<file path="config.mk">
export PLATFORM = sky130hd
export DESIGN_NAME = utf8_to_codepoint_decoder
export DESIGN_NICKNAME = d
export VERILOG_FILES = /design/src/rtl/utf8d_pkg.sv /design/src/rtl/utf8d_decode.sv /design/src/rtl/utf8d_outq.sv /design/src/rtl/utf8_to_codepoint_decoder.sv
export SDC_FILE = /design/constraint.sdc
export NUM_CORES = 1
export LEC_CHECK = 0
export BUFFER_PORTS_ARGS = -buffer_cell sky130_fd_sc_hd__buf_2
export CAP_MARGIN = 20
export CORE_MARGIN = 2
export CORE_UTILIZATION = 50
export CTS_CLUSTER_SIZE = 14
export DETAILED_ROUTE_END_ITERATION = 10
export PLACE_DENSITY_LB_ADDON = 0.1
export SLEW_MARGIN = 10
export SYNTH_ARGS = -nofsm -noshare
export SYNTH_HDL_FRONTEND = slang
export SYNTH_SLANG_ARGS = --single-unit
</file>
<file path="constraint.sdc">
create_clock -name i_clk -period 7.25 [get_ports i_clk]
set_input_delay 0.725 -clock i_clk [delete_from_list [all_inputs] [get_ports i_clk]]
set_output_delay 0.725 -clock i_clk [all_outputs]
set_load 0.02 [all_outputs]
</file>
<file path="src/rtl/utf8d_pkg.sv">
// shared types and constants of the utf-8 to code point decoder
// no dependencies; imported by every module of the block
package utf8d_pkg;

    localparam int CODE_W  = 21;   // code point / code unit width
    localparam int BYTE_W  = 8;
    localparam int RES_MAX = 3;    // most results one byte can cause
    localparam int CNT_W   = 2;    // holds 0 .. RES_MAX

    localparam logic [CODE_W-1:0] SUPP_BASE = 21'h10000;
    localparam logic [15:0]       HI_SURR   = 16'hD800;
    localparam logic [15:0]       LO_SURR   = 16'hDC00;

    localparam logic [4:0] LEAD2_MASK = 5'h1F;
    localparam logic [3:0] LEAD3_MASK = 4'h0F;
    localparam logic [2:0] LEAD4_MASK = 3'h07;
    localparam logic [5:0] CONT_MASK  = 6'h3F;

    typedef enum logic [1:0] {
        KIND_UNIT = 2'd0,
        KIND_OK   = 2'd1,
        KIND_BAD  = 2'd2
    } t_kind;

    typedef struct packed {
        logic [CODE_W-1:0] unit;
        t_kind             kind;
    } t_result;

    typedef struct packed {
        logic [CODE_W-1:0] partial;
        logic [1:0]        remain;
        logic              err;
    } t_dec_state;

endpackage

</file>
<file path="src/rtl/utf8d_decode.sv">
// per-byte decode step: next decoder state and up to three results
// depends on utf8d_pkg
module utf8d_decode (
    input  logic [utf8d_pkg::BYTE_W-1:0]                     i_byte,
    input  logic                                             i_last,
    input  logic                                             i_utf16,
    input  utf8d_pkg::t_dec_state                            i_state,
    output utf8d_pkg::t_dec_state                            o_state,
    output logic [utf8d_pkg::CNT_W-1:0]                      o_count,
    output utf8d_pkg::t_result [utf8d_pkg::RES_MAX-1:0]      o_res
);
    import utf8d_pkg::*;

    t_dec_state        s;
    logic              emit;
    logic [CODE_W-1:0] cp;
    logic [CODE_W-1:0] d;
    logic [15:0]       hi;
    logic [15:0]       lo;
    logic [1:0]        n_emit;
    logic [CODE_W-1:0] e0;
    logic [CODE_W-1:0] e1;
    t_result           status;
    logic              bad;

    always_comb begin
        s    = i_state;
        emit = 1'b0;
        cp   = '0;
        if (!i_state.err) begin
            if (i_state.remain == 2'd0) begin
                priority if (i_byte[7] == 1'b0) begin
                    emit = 1'b1;
                    cp   = {{(CODE_W-BYTE_W){1'b0}}, i_byte};
                end else if (i_byte[7:5] == 3'b110) begin
                    s.partial = {{(CODE_W-5){1'b0}}, i_byte[4:0] & LEAD2_MASK};
                    s.remain  = 2'd1;
                end else if (i_byte[7:4] == 4'b1110) begin
                    s.partial = {{(CODE_W-4){1'b0}}, i_byte[3:0] & LEAD3_MASK};
                    s.remain  = 2'd2;
                end else if (i_byte[7:3] == 5'b11110) begin
                    s.partial = {{(CODE_W-3){1'b0}}, i_byte[2:0] & LEAD4_MASK};
                    s.remain  = 2'd3;
                end else begin
                    s.err = 1'b1;
                end
            end else if (i_byte[7:6] != 2'b10) begin
                s.err = 1'b1;
            end else begin
                s.partial = {i_state.partial[CODE_W-7:0], i_byte[5:0] & CONT_MASK};
                s.remain  = i_state.remain - 2'd1;
                if (i_state.remain == 2'd1) begin
                    emit = 1'b1;
                    cp   = s.partial;
                end
            end
        end
    end

    // utf-16 split for supplementary code points
    always_comb begin
        d  = cp - SUPP_BASE;
        hi = HI_SURR + {5'b0, d[20:10]};
        lo = LO_SURR + {6'b0, d[9:0]};
        if (!emit) begin
            n_emit = 2'd0;
            e0     = cp;
            e1     = cp;
        end else if (i_utf16 && cp >= SUPP_BASE) begin
            n_emit = 2'd2;
            e0     = {5'b0, hi};
            e1     = {5'b0, lo};
        end else begin
            n_emit = 2'd1;
            e0     = cp;
            e1     = cp;
        end
    end

    // closing status and slot placement
    always_comb begin
        bad         = s.err | (s.remain != 2'd0);
        status.unit = '0;
        status.kind = bad ? KIND_BAD : KIND_OK;
        o_state     = i_last ? '0 : s;
        o_count     = n_emit + {1'b0, i_last};
        o_res[2]    = status;
        o_res[1]    = (n_emit == 2'd2) ? t_result'{unit: e1, kind: KIND_UNIT} : status;
        o_res[0]    = (n_emit != 2'd0) ? t_result'{unit: e0, kind: KIND_UNIT} : status;
    end

endmodule

</file>
<file path="src/rtl/utf8d_outq.sv">
// result register: holds the results of one byte and hands them out one per beat
// depends on utf8d_pkg
module utf8d_outq (
    input  logic                                         i_clk,
    input  logic                                         i_rst_n,
    input  logic                                         i_load,
    input  logic [utf8d_pkg::CNT_W-1:0]                  i_count,
    input  utf8d_pkg::t_result [utf8d_pkg::RES_MAX-1:0]  i_res,
    input  logic                                         i_pop_ready,
    output logic                                         o_valid,
    output utf8d_pkg::t_result                           o_head,
    output logic                                         o_last,
    output logic                                         o_can_load
);
    import utf8d_pkg::*;

    t_result [RES_MAX-1:0] r_res;
    t_result [RES_MAX-1:0] n_res;
    logic [CNT_W-1:0]      r_count;
    logic [CNT_W-1:0]      n_count;
    logic                  pop;

    assign o_valid    = (r_count != '0);
    assign o_head     = r_res[0];
    assign o_last     = (r_count == CNT_W'(1));
    assign pop        = o_valid & i_pop_ready;
    assign o_can_load = !o_valid || (o_last && i_pop_ready);

    always_comb begin
        n_res   = r_res;
        n_count = r_count;
        if (i_load) begin
            n_res   = i_res;
            n_count = i_count;
        end else if (pop) begin
            n_res[RES_MAX-2:0] = r_res[RES_MAX-1:1];
            n_count            = r_count - CNT_W'(1);
        end
    end

    always_ff @(posedge i_clk) begin
        if (!i_rst_n) begin
            r_count <= '0;
        end else begin
            r_count <= n_count;
        end
        r_res <= n_res;
    end

endmodule

</file>
<file path="src/rtl/utf8_to_codepoint_decoder.sv">
// top level of the lax utf-8 to code point decoder
// depends on utf8d_pkg, utf8d_decode and utf8d_outq
//
// One byte beat goes in per cycle while input ready is high. The byte is
// decoded at once against the held decoder state (partial code point,
// continuation bytes still due, sticky error) and its results land in a
// result register of three slots, which hands them out one beat per cycle
// while output ready is high, with last_of_run on the final one. A
// supplementary code point in utf-16 mode or a final byte that also completes
// a character causes two or three results, and input ready then drops while
// the result register drains. The next byte is taken in the same cycle as the
// last result of the previous one leaves. A final byte always adds a status
// beat (ok or malformed) and clears the decoder state. Overlong forms and
// surrogates are not checked. The utf16 mode bit is written through the cfg
// channel, which is always ready; write it only while the block is idle.
module utf8_to_codepoint_decoder (
    input  logic                          i_clk,
    input  logic                          i_rst_n,
    // config write channel
    input  logic                          i_cfg_valid,
    output logic                          o_cfg_ready,
    input  logic                          i_cfg_utf16_output,
    // byte input channel
    input  logic                          i_in_valid,
    output logic                          o_in_ready,
    input  logic [utf8d_pkg::BYTE_W-1:0]  i_byte_in,
    input  logic                          i_end_of_text,
    // result output channel
    output logic                          o_out_valid,
    input  logic                          i_out_ready,
    output logic [utf8d_pkg::CODE_W-1:0]  o_code_unit,
    output logic [1:0]                    o_result_kind,
    output logic                          o_last_of_run
);
    import utf8d_pkg::*;

    logic                  r_utf16;
    t_dec_state            r_state;
    t_dec_state            n_state;
    logic [CNT_W-1:0]      dec_count;
    t_result [RES_MAX-1:0] dec_res;
    t_result               head;
    logic                  in_beat;

    assign o_cfg_ready = 1'b1;
    assign in_beat     = i_in_valid & o_in_ready;

    // mode register
    always_ff @(posedge i_clk) begin
        if (!i_rst_n) begin
            r_utf16 <= 1'b0;
        end else if (i_cfg_valid) begin
            r_utf16 <= i_cfg_utf16_output;
        end
    end

    utf8d_decode u_decode (
        .i_byte  (i_byte_in),
        .i_last  (i_end_of_text),
        .i_utf16 (r_utf16),
        .i_state (r_state),
        .o_state (n_state),
        .o_count (dec_count),
        .o_res   (dec_res)
    );

    // decoder state advances on every accepted byte
    always_ff @(posedge i_clk) begin
        if (!i_rst_n) begin
            r_state <= '0;
        end else if (in_beat) begin
            r_state <= n_state;
        end
    end

    // results of one byte, drained one beat per cycle while output ready is high
    utf8d_outq u_outq (
        .i_clk       (i_clk),
        .i_rst_n     (i_rst_n),
        .i_load      (in_beat),
        .i_count     (dec_count),
        .i_res       (dec_res),
        .i_pop_ready (i_out_ready),
        .o_valid     (o_out_valid),
        .o_head      (head),
        .o_last      (o_last_of_run),
        .o_can_load  (o_in_ready)
    );

    assign o_code_unit   = head.unit;
    assign o_result_kind = head.kind;

    // a final byte leaves the decoder clean for the next text
    a_end_clears: assert property (@(posedge i_clk) disable iff (!i_rst_n)
        in_beat && i_end_of_text |=> r_state == '0)
        else $error("decoder state not cleared after final byte");

    // a final byte always brings at least its status beat
    a_end_status: assert property (@(posedge i_clk) disable iff (!i_rst_n)
        in_beat && i_end_of_text |=> o_out_valid)
        else $error("no result after final byte");

    // input holds while more than one result of the current byte remains
    a_stall_multi: assert property (@(posedge i_clk) disable iff (!i_rst_n)
        o_out_valid && !o_last_of_run |-> !o_in_ready)
        else $error("byte accepted while results still pending");

    // status beats carry a zero code unit and close the run
    a_status_last: assert property (@(posedge i_clk) disable iff (!i_rst_n)
        o_out_valid && o_result_kind != KIND_UNIT |-> o_last_of_run && o_code_unit == '0)
        else $error("status beat malformed");

endmodule
</file>
==> impl_metrics.py, run 1 <==
metrics = {
    "sta": {
        "worst_pin_slew_ns": 0.9360,
        "finalClockSkew_ns": 0.008805,
        "min_period_ns": 4.039,
        "period_share": 0.5572,
        "relSlewSlack": 0.3723,
        "fmax_mhz": 247.6,
        "setup_violations": 0,
        "rsz0062_at_grt": "false",
        "hold_viol_final": 0,
        "slew_violations": 0,
        "tns_ns": 0,
    },
    "cells_and_area": {
        "postLayoutCellArea_sq_um": 3851,
        "fillers": 591,
        "fin_nets": 378,
        "final_util": 0.5669,
        "area_growth_pct": 9.226,
        "drive_gt1_frac": 0.1801,
        "n_antenna_cell": 0,
    },
    "place": {
        "numPortBuffers": 40,
        "finalWeightedCongestion": 0.8531,
        "place_hpwl_microns": 5192,
        "post_dp_cell_area_sq_um": 3628,
    },
    "synthesis": {
        "ys_async_sr_fraction": 0,
        "synth_cells": 341,
        "synth_edf_count": 48,
        "ys.flop_type": "edfxtp_1",
        "synth_area_sq_um": 3526,
        "seq_area_frac_synth": 0.5280,
        "synth.distinct_cells": 51,
        "yosysWarnings": 0,
        "ys_ff_latch": 69,
        "synth.avg_cell_area_sq_um": 10.34,
    },
    "floorplanning": {
        "core-area_sq_um": 6794,
        "die_area_sq_um": 7740,
        "initial_core_util": 0.5190,
        "die_w_microns": 87.98,
        "die_height_microns": 87.98,
        "ioPinCount": 42,
        "rows": 30,
    },
    "job": {
        "cap_viol_max_count": 0,
    },
    "grt": {
        "grt_overflow": 0,
        "grt_usage": 0.2132,
        "grt_pass1_vias": 2372,
        "grt_pass1_wl_microns": 12320,
        "antenna_found_initial": 0,
        "grt_max_degree": 40,
    },
    "status": {
        "status": "finished, final reports clean",
    },
    "clock_network": {
        "clk_pin_slew_ns": 0.08,
        "cts_inserted_buffers": 9,
        "cts_buffer_depth": 2,
        "post_cts_resized": 0,
        "clock-root-buffer": "clkbuf_8",
        "cts_tree": "yes",
        "postCtsHoldBufs": 0,
        "post_cts_buffers": 0,
        "cts.sinks": 69,
        "htreeDepth": 3,
        "clk-insertion-delay-late_ns": 0.34,
    },
    "power": {
        "power_density_nw_per_um2": 349.4,
        "peakVddDrop_uv": 159.0,
        "power_leakage_nw": 1.509,
    },
    "setup_path": {
        "cp-start-kind": "flip-flop",
        "critical_path.max_fanout": 14,
        "r2r_slack_ns": 3.21,
        "crit_required_ns": 7.34,
        "end_kind": "flip-flop",
        "worstPathArrival_ns": 4.13,
        "setup.worst_path.class": "flip-flop to flip-flop",
    },
    "detailed_routing": {
        "drc": 0,
        "drt-initial-drc-count": 216,
        "vias": 2584,
        "viasPerCell": 5.654,
        "wl_per_cell_microns": 16.76,
        "firstDrtPassIters": 4,
        "ant_nets": 0,
        "wl_microns": 7660,
    },
    "worst_hold_path": {
        "hold_path_class": "flip-flop to flip-flop",
    },
}
[logic make-up after synthesis]
logic type                 synth area share
and+or+nand+nor                      0.1735
DFF                                  0.5280
buffers and inverters               0.08623
AOI/OAI and AO/OA                    0.1746
other                              0.002130
muxes                              0.005678
xor gates and xnor gates           0.004969
adders and majority gates           0.02484
[worst max-delay path: stages, from the launching register on]
cell and delay (ns):
dfxtp_1 0.40, inv_1 0.08, ha_1 0.33, nor2_1 0.30
and3_1 0.53, nand2_1 0.22, inv_1 0.09, ha_1 0.14
o211ai_1 0.15, o31ai_2 0.85, nor2_1 0.33, a221o_1 0.37
[power by group]
group | switching, mW | internal [mW]
registers | 0.0278 | 0.576
clock network | 0.153 | 0.195
logic | 0.272 | 0.121
[cell usage in the layout, fill, tap and decap left out, drive strengths merged, types with 5 or more instances in the layout]
cell type and instances:
nand3 6, a21boi 5, nor2b 14, nor3 10, o31ai 5, a22oi 16, ha 7, edfxtp 48
clkbuf 9, a21oi 11, a221o 6, conb 7, inv 12, buf 42, nor2 19, nand2 34
a22o 7, o21ai 20, and3 16, dfxtp 21
[path summary, 6_finish.rpt]
path | start | end | cells past startpoint
setup / recovery | r_state[1]$_SDFFE_PN0P_ | u_outq.o_head[12]$_DFFE_PP_ | 11
hold reg to reg | r_state[3]$_SDFFE_PN0P_ | r_state[9]$_SDFFE_PN0P_ | 2
setup reg to reg | r_state[1]$_SDFFE_PN0P_ | u_outq.o_head[12]$_DFFE_PP_ | 11
hold / removal | r_state[3]$_SDFFE_PN0P_ | r_state[9]$_SDFFE_PN0P_ | 2
[per-layer routing]
| layer | GRT usage | wire length (microns) | vias to the layer above |
|---|---|---|---|
| li1 | - | - | 1255 |
| met1 | 0.2944 | 3538 | 1229 |
| met2 | 0.3395 | 3605 | 86 |
| met3 | 0.04995 | 395 | 14 |
| met4 | 0.05594 | 121 | 0 |
| met5 | 0 | 0 | - |
[Yosys cell counts, types with 9 or more instances]
cell type	n	area, sq um
edfxtp_1	48	1441
nand2_1	34	127.6
buf_4	25	187.7
dfxtp_1	21	420.4
o21ai_0	20	100.1
nor2_1	17	63.81
a22oi_1	16	120.1
and3_1	16	100.1
nor2b_1	14	87.58
a21oi_1	11	55.05
clkbuf_1	11	41.29
inv_1	11	41.29
nor3_1	9	45.04
[registers in the layout (all words and copies together) (netlist names)]
| name | count |
|---|---|
| r_state | 18 |
| u_outq.r_count | 2 |
| u_outq.r_res | 25 |
| u_outq.o_head | 23 |
| r_utf16 | 1 |
[layout make-up]
cell class,count,area (sq um),area share
sequential,69,1862,0.4834
multi-input combinational,223,1390,0.3609
timing repair buffer,42,215.2,0.05588
clock buffer,9,123.9,0.03216
tap,96,120.1,0.03119
clock inverter,7,98.84,0.02567
inverter,11,41.29,0.01072
[through the flow]
step                      hold WS [ns]  std cells  total power [mW]  setup WS (ns)
after floorplan                 0.4675        346            0.9696          2.044
after global placement          0.5006        441             1.003          3.366
after detailed placement        0.5132        441             1.009          3.203
after CTS                       0.5350        457             1.354          3.264
after global routing            0.5493        457             1.417          2.706
final                           0.5256        457             1.346          3.211
Power figures use the tool's default switching activity.
==> inputs of run 2 (changes only) <==
- clock period: 7.25 -> 3.6 ns (I/O delays scaled with it)
==> run 2 against run 1 <==
Against the previous run: first-iteration DRC count shrank 13%; sequential cell count is the same; core utilization grew 0.42 points; final area grew 0.75%; highest routed layer unchanged.
==> impl_metrics.py, run 2 (synthesized netlist as in run 1, its figures left out) <==
metrics = {
    "cells_and_area": {
        "fin_nets": 383,
        "fillers": 614,
        "largest_reg_flops": 25,
        "n_antenna_cell": 0,
        "stdcell_count": 462,
        "final_cell_mix": "48 x edfxtp_1, 40 x buf_2, 34 x nand2_1",
        "area_growth_pct": 10.04,
        "drive_gt1_frac": 0.1885,
        "final_common_cell": "edfxtp_1",
        "top_register": "u_outq.r_res",
    },
    "power": {
        "power_leakage_nw": 1.533,
        "power_density_nw_per_um2": 697.3,
        "peakVddDrop_uv": 350.8,
        "power_mw": 2.705,
    },
    "detailed_routing": {
        "firstDrtPassIters": 4,
        "drc": 0,
        "wl_per_cell_microns": 16.75,
        "ant_nets": 0,
        "vias": 2615,
        "drt-initial-drc-count": 187,
        "wl_microns": 7739,
        "viasPerCell": 5.660,
    },
    "clock_network": {
        "postCtsHoldBufs": 0,
        "clock-root-buffer": "clkbuf_8",
        "clk_pin_slew_ns": 0.08,
        "clk-insertion-delay-late_ns": 0.35,
        "cts_buffer_depth": 2,
        "cts_inserted_buffers": 9,
        "htreeDepth": 3,
        "cts.sinks": 69,
        "post_cts_resized": 0,
        "post_cts_buffers": 0,
        "cts_tree": "yes",
    },
    "floorplanning": {
        "die_height_microns": 87.98,
        "die_area_sq_um": 7740,
        "die_w_microns": 87.98,
        "core-area_sq_um": 6794,
        "ioPinCount": 42,
        "initial_core_util": 0.5190,
        "rows": 30,
    },
    "place": {
        "place_hpwl_microns": 5408,
        "post-place-cells": 446,
        "pre_cts_ws_ns": 0.6555,
        "numPortBuffers": 40,
        "finalWeightedCongestion": 0.9424,
    },
    "setup_path": {
        "setup.worst_path.class": "flip-flop to flip-flop",
        "cp-start-kind": "flip-flop",
        "crit_required_ns": 3.71,
        "end_kind": "flip-flop",
        "critical_path.max_fanout": 17,
        "worstPathArrival_ns": 3.08,
    },
    "grt": {
        "grt_max_degree": 46,
        "grt_usage": 0.2140,
        "antenna_found_initial": 0,
        "grt_pass1_vias": 2401,
        "grt_overflow": 0,
        "grt_pass1_wl_microns": 12320,
    },
    "sta": {
        "fmax_mhz": 336.6,
        "min_period_ns": 2.971,
        "relSlewSlack": 0.5942,
        "fin_ws_ns": 0.6288,
        "setup_violations": 0,
        "holdWs_ns": 0.2682,
        "finalClockSkew_ns": 0.009123,
        "worst_pin_slew_ns": 0.6087,
        "period_share": 0.8253,
        "hold_viol_final": 0,
        "tns_ns": 0,
        "rsz0062_at_grt": "false",
        "slew_violations": 0,
    },
    "status": {
        "status": "finished, final reports clean",
    },
    "worst_hold_path": {
        "hold_path_class": "primary input to flip-flop",
    },
    "job": {
        "cap_viol_max_count": 0,
    },
}
## run 2: cell count changes in the layout (fill, tap and decap cells not counted), sizes merged
cell | previous run | this run
buf | 42 | 47
clkbuf | 9 | 10
clkinv | 3 | 2
## run 2: final cells by class
cell class / instances / area (sq um) / share of cell area
Sequential cell: 69 / 1862 / 0.4798
Multi-Input combinational cell: 223 / 1390 / 0.3583
Timing Repair Buffer: 47 / 252.7 / 0.06514
Clock buffer: 10 / 127.6 / 0.03289
Tap cell: 96 / 120.1 / 0.03096
Clock inverter: 6 / 86.33 / 0.02225
Inverter: 11 / 41.29 / 0.01064
## run 2: stage by stage
step                        util  area, sq um
after CTS                 0.5711         3880
final                     0.5711         3880
after detailed placement  0.5396         3666
after floorplan                -         3548
after global placement    0.5396         3666
after global routing      0.5711         3880
## run 2: path summary, 6_finish.rpt
| path | startpoint | end | slack (ns) | cells past startpoint |
|---|---|---|---|---|
| min reg2reg | u_outq.r_res[47]$_DFFE_PP_ | u_outq.r_res[24]$_DFFE_PP_ | 0.53 | 2 |
| min | i_cfg_utf16_output | r_utf16$_SDFFE_PN0P_ | 0.27 | 3 |
| max reg2reg | r_state[1]$_SDFFE_PN0P_ | u_outq.o_head[3]$_DFFE_PP_ | 0.63 | 11 |
| max | r_state[1]$_SDFFE_PN0P_ | u_outq.o_head[3]$_DFFE_PP_ | 0.63 | 11 |
## run 2: routing by layer
metal	part of all wire	vias to the layer above	global-route usage
li1	-	1271	-
met1	0.46	1250	0.2903
met2	0.47	80	0.3251
met3	0.052	14	0.06126
met4	0.020	0	0.08392
met5	0	-	0
## run 2: critical path, stage by stage, from the launching register on
cell	delay [ns]
dfxtp_1	0.35
inv_1	0.09
ha_1	0.36
nor2_1	0.09
and3_1	0.20
buf_4	0.18
nand2_1	0.11
ha_1	0.16
o211ai_1	0.16
o31a_2	0.52
and3_1	0.24
a221o_1	0.26
## run 2: power by group
group / leakage, nW / switching, mW / internal, mW
Sequential: 0.649 / 0.0547 / 1.16
Clock: 0.107 / 0.298 / 0.390
Combinational: 0.777 / 0.553 / 0.247
Total: 1.53 / 0.906 / 1.80
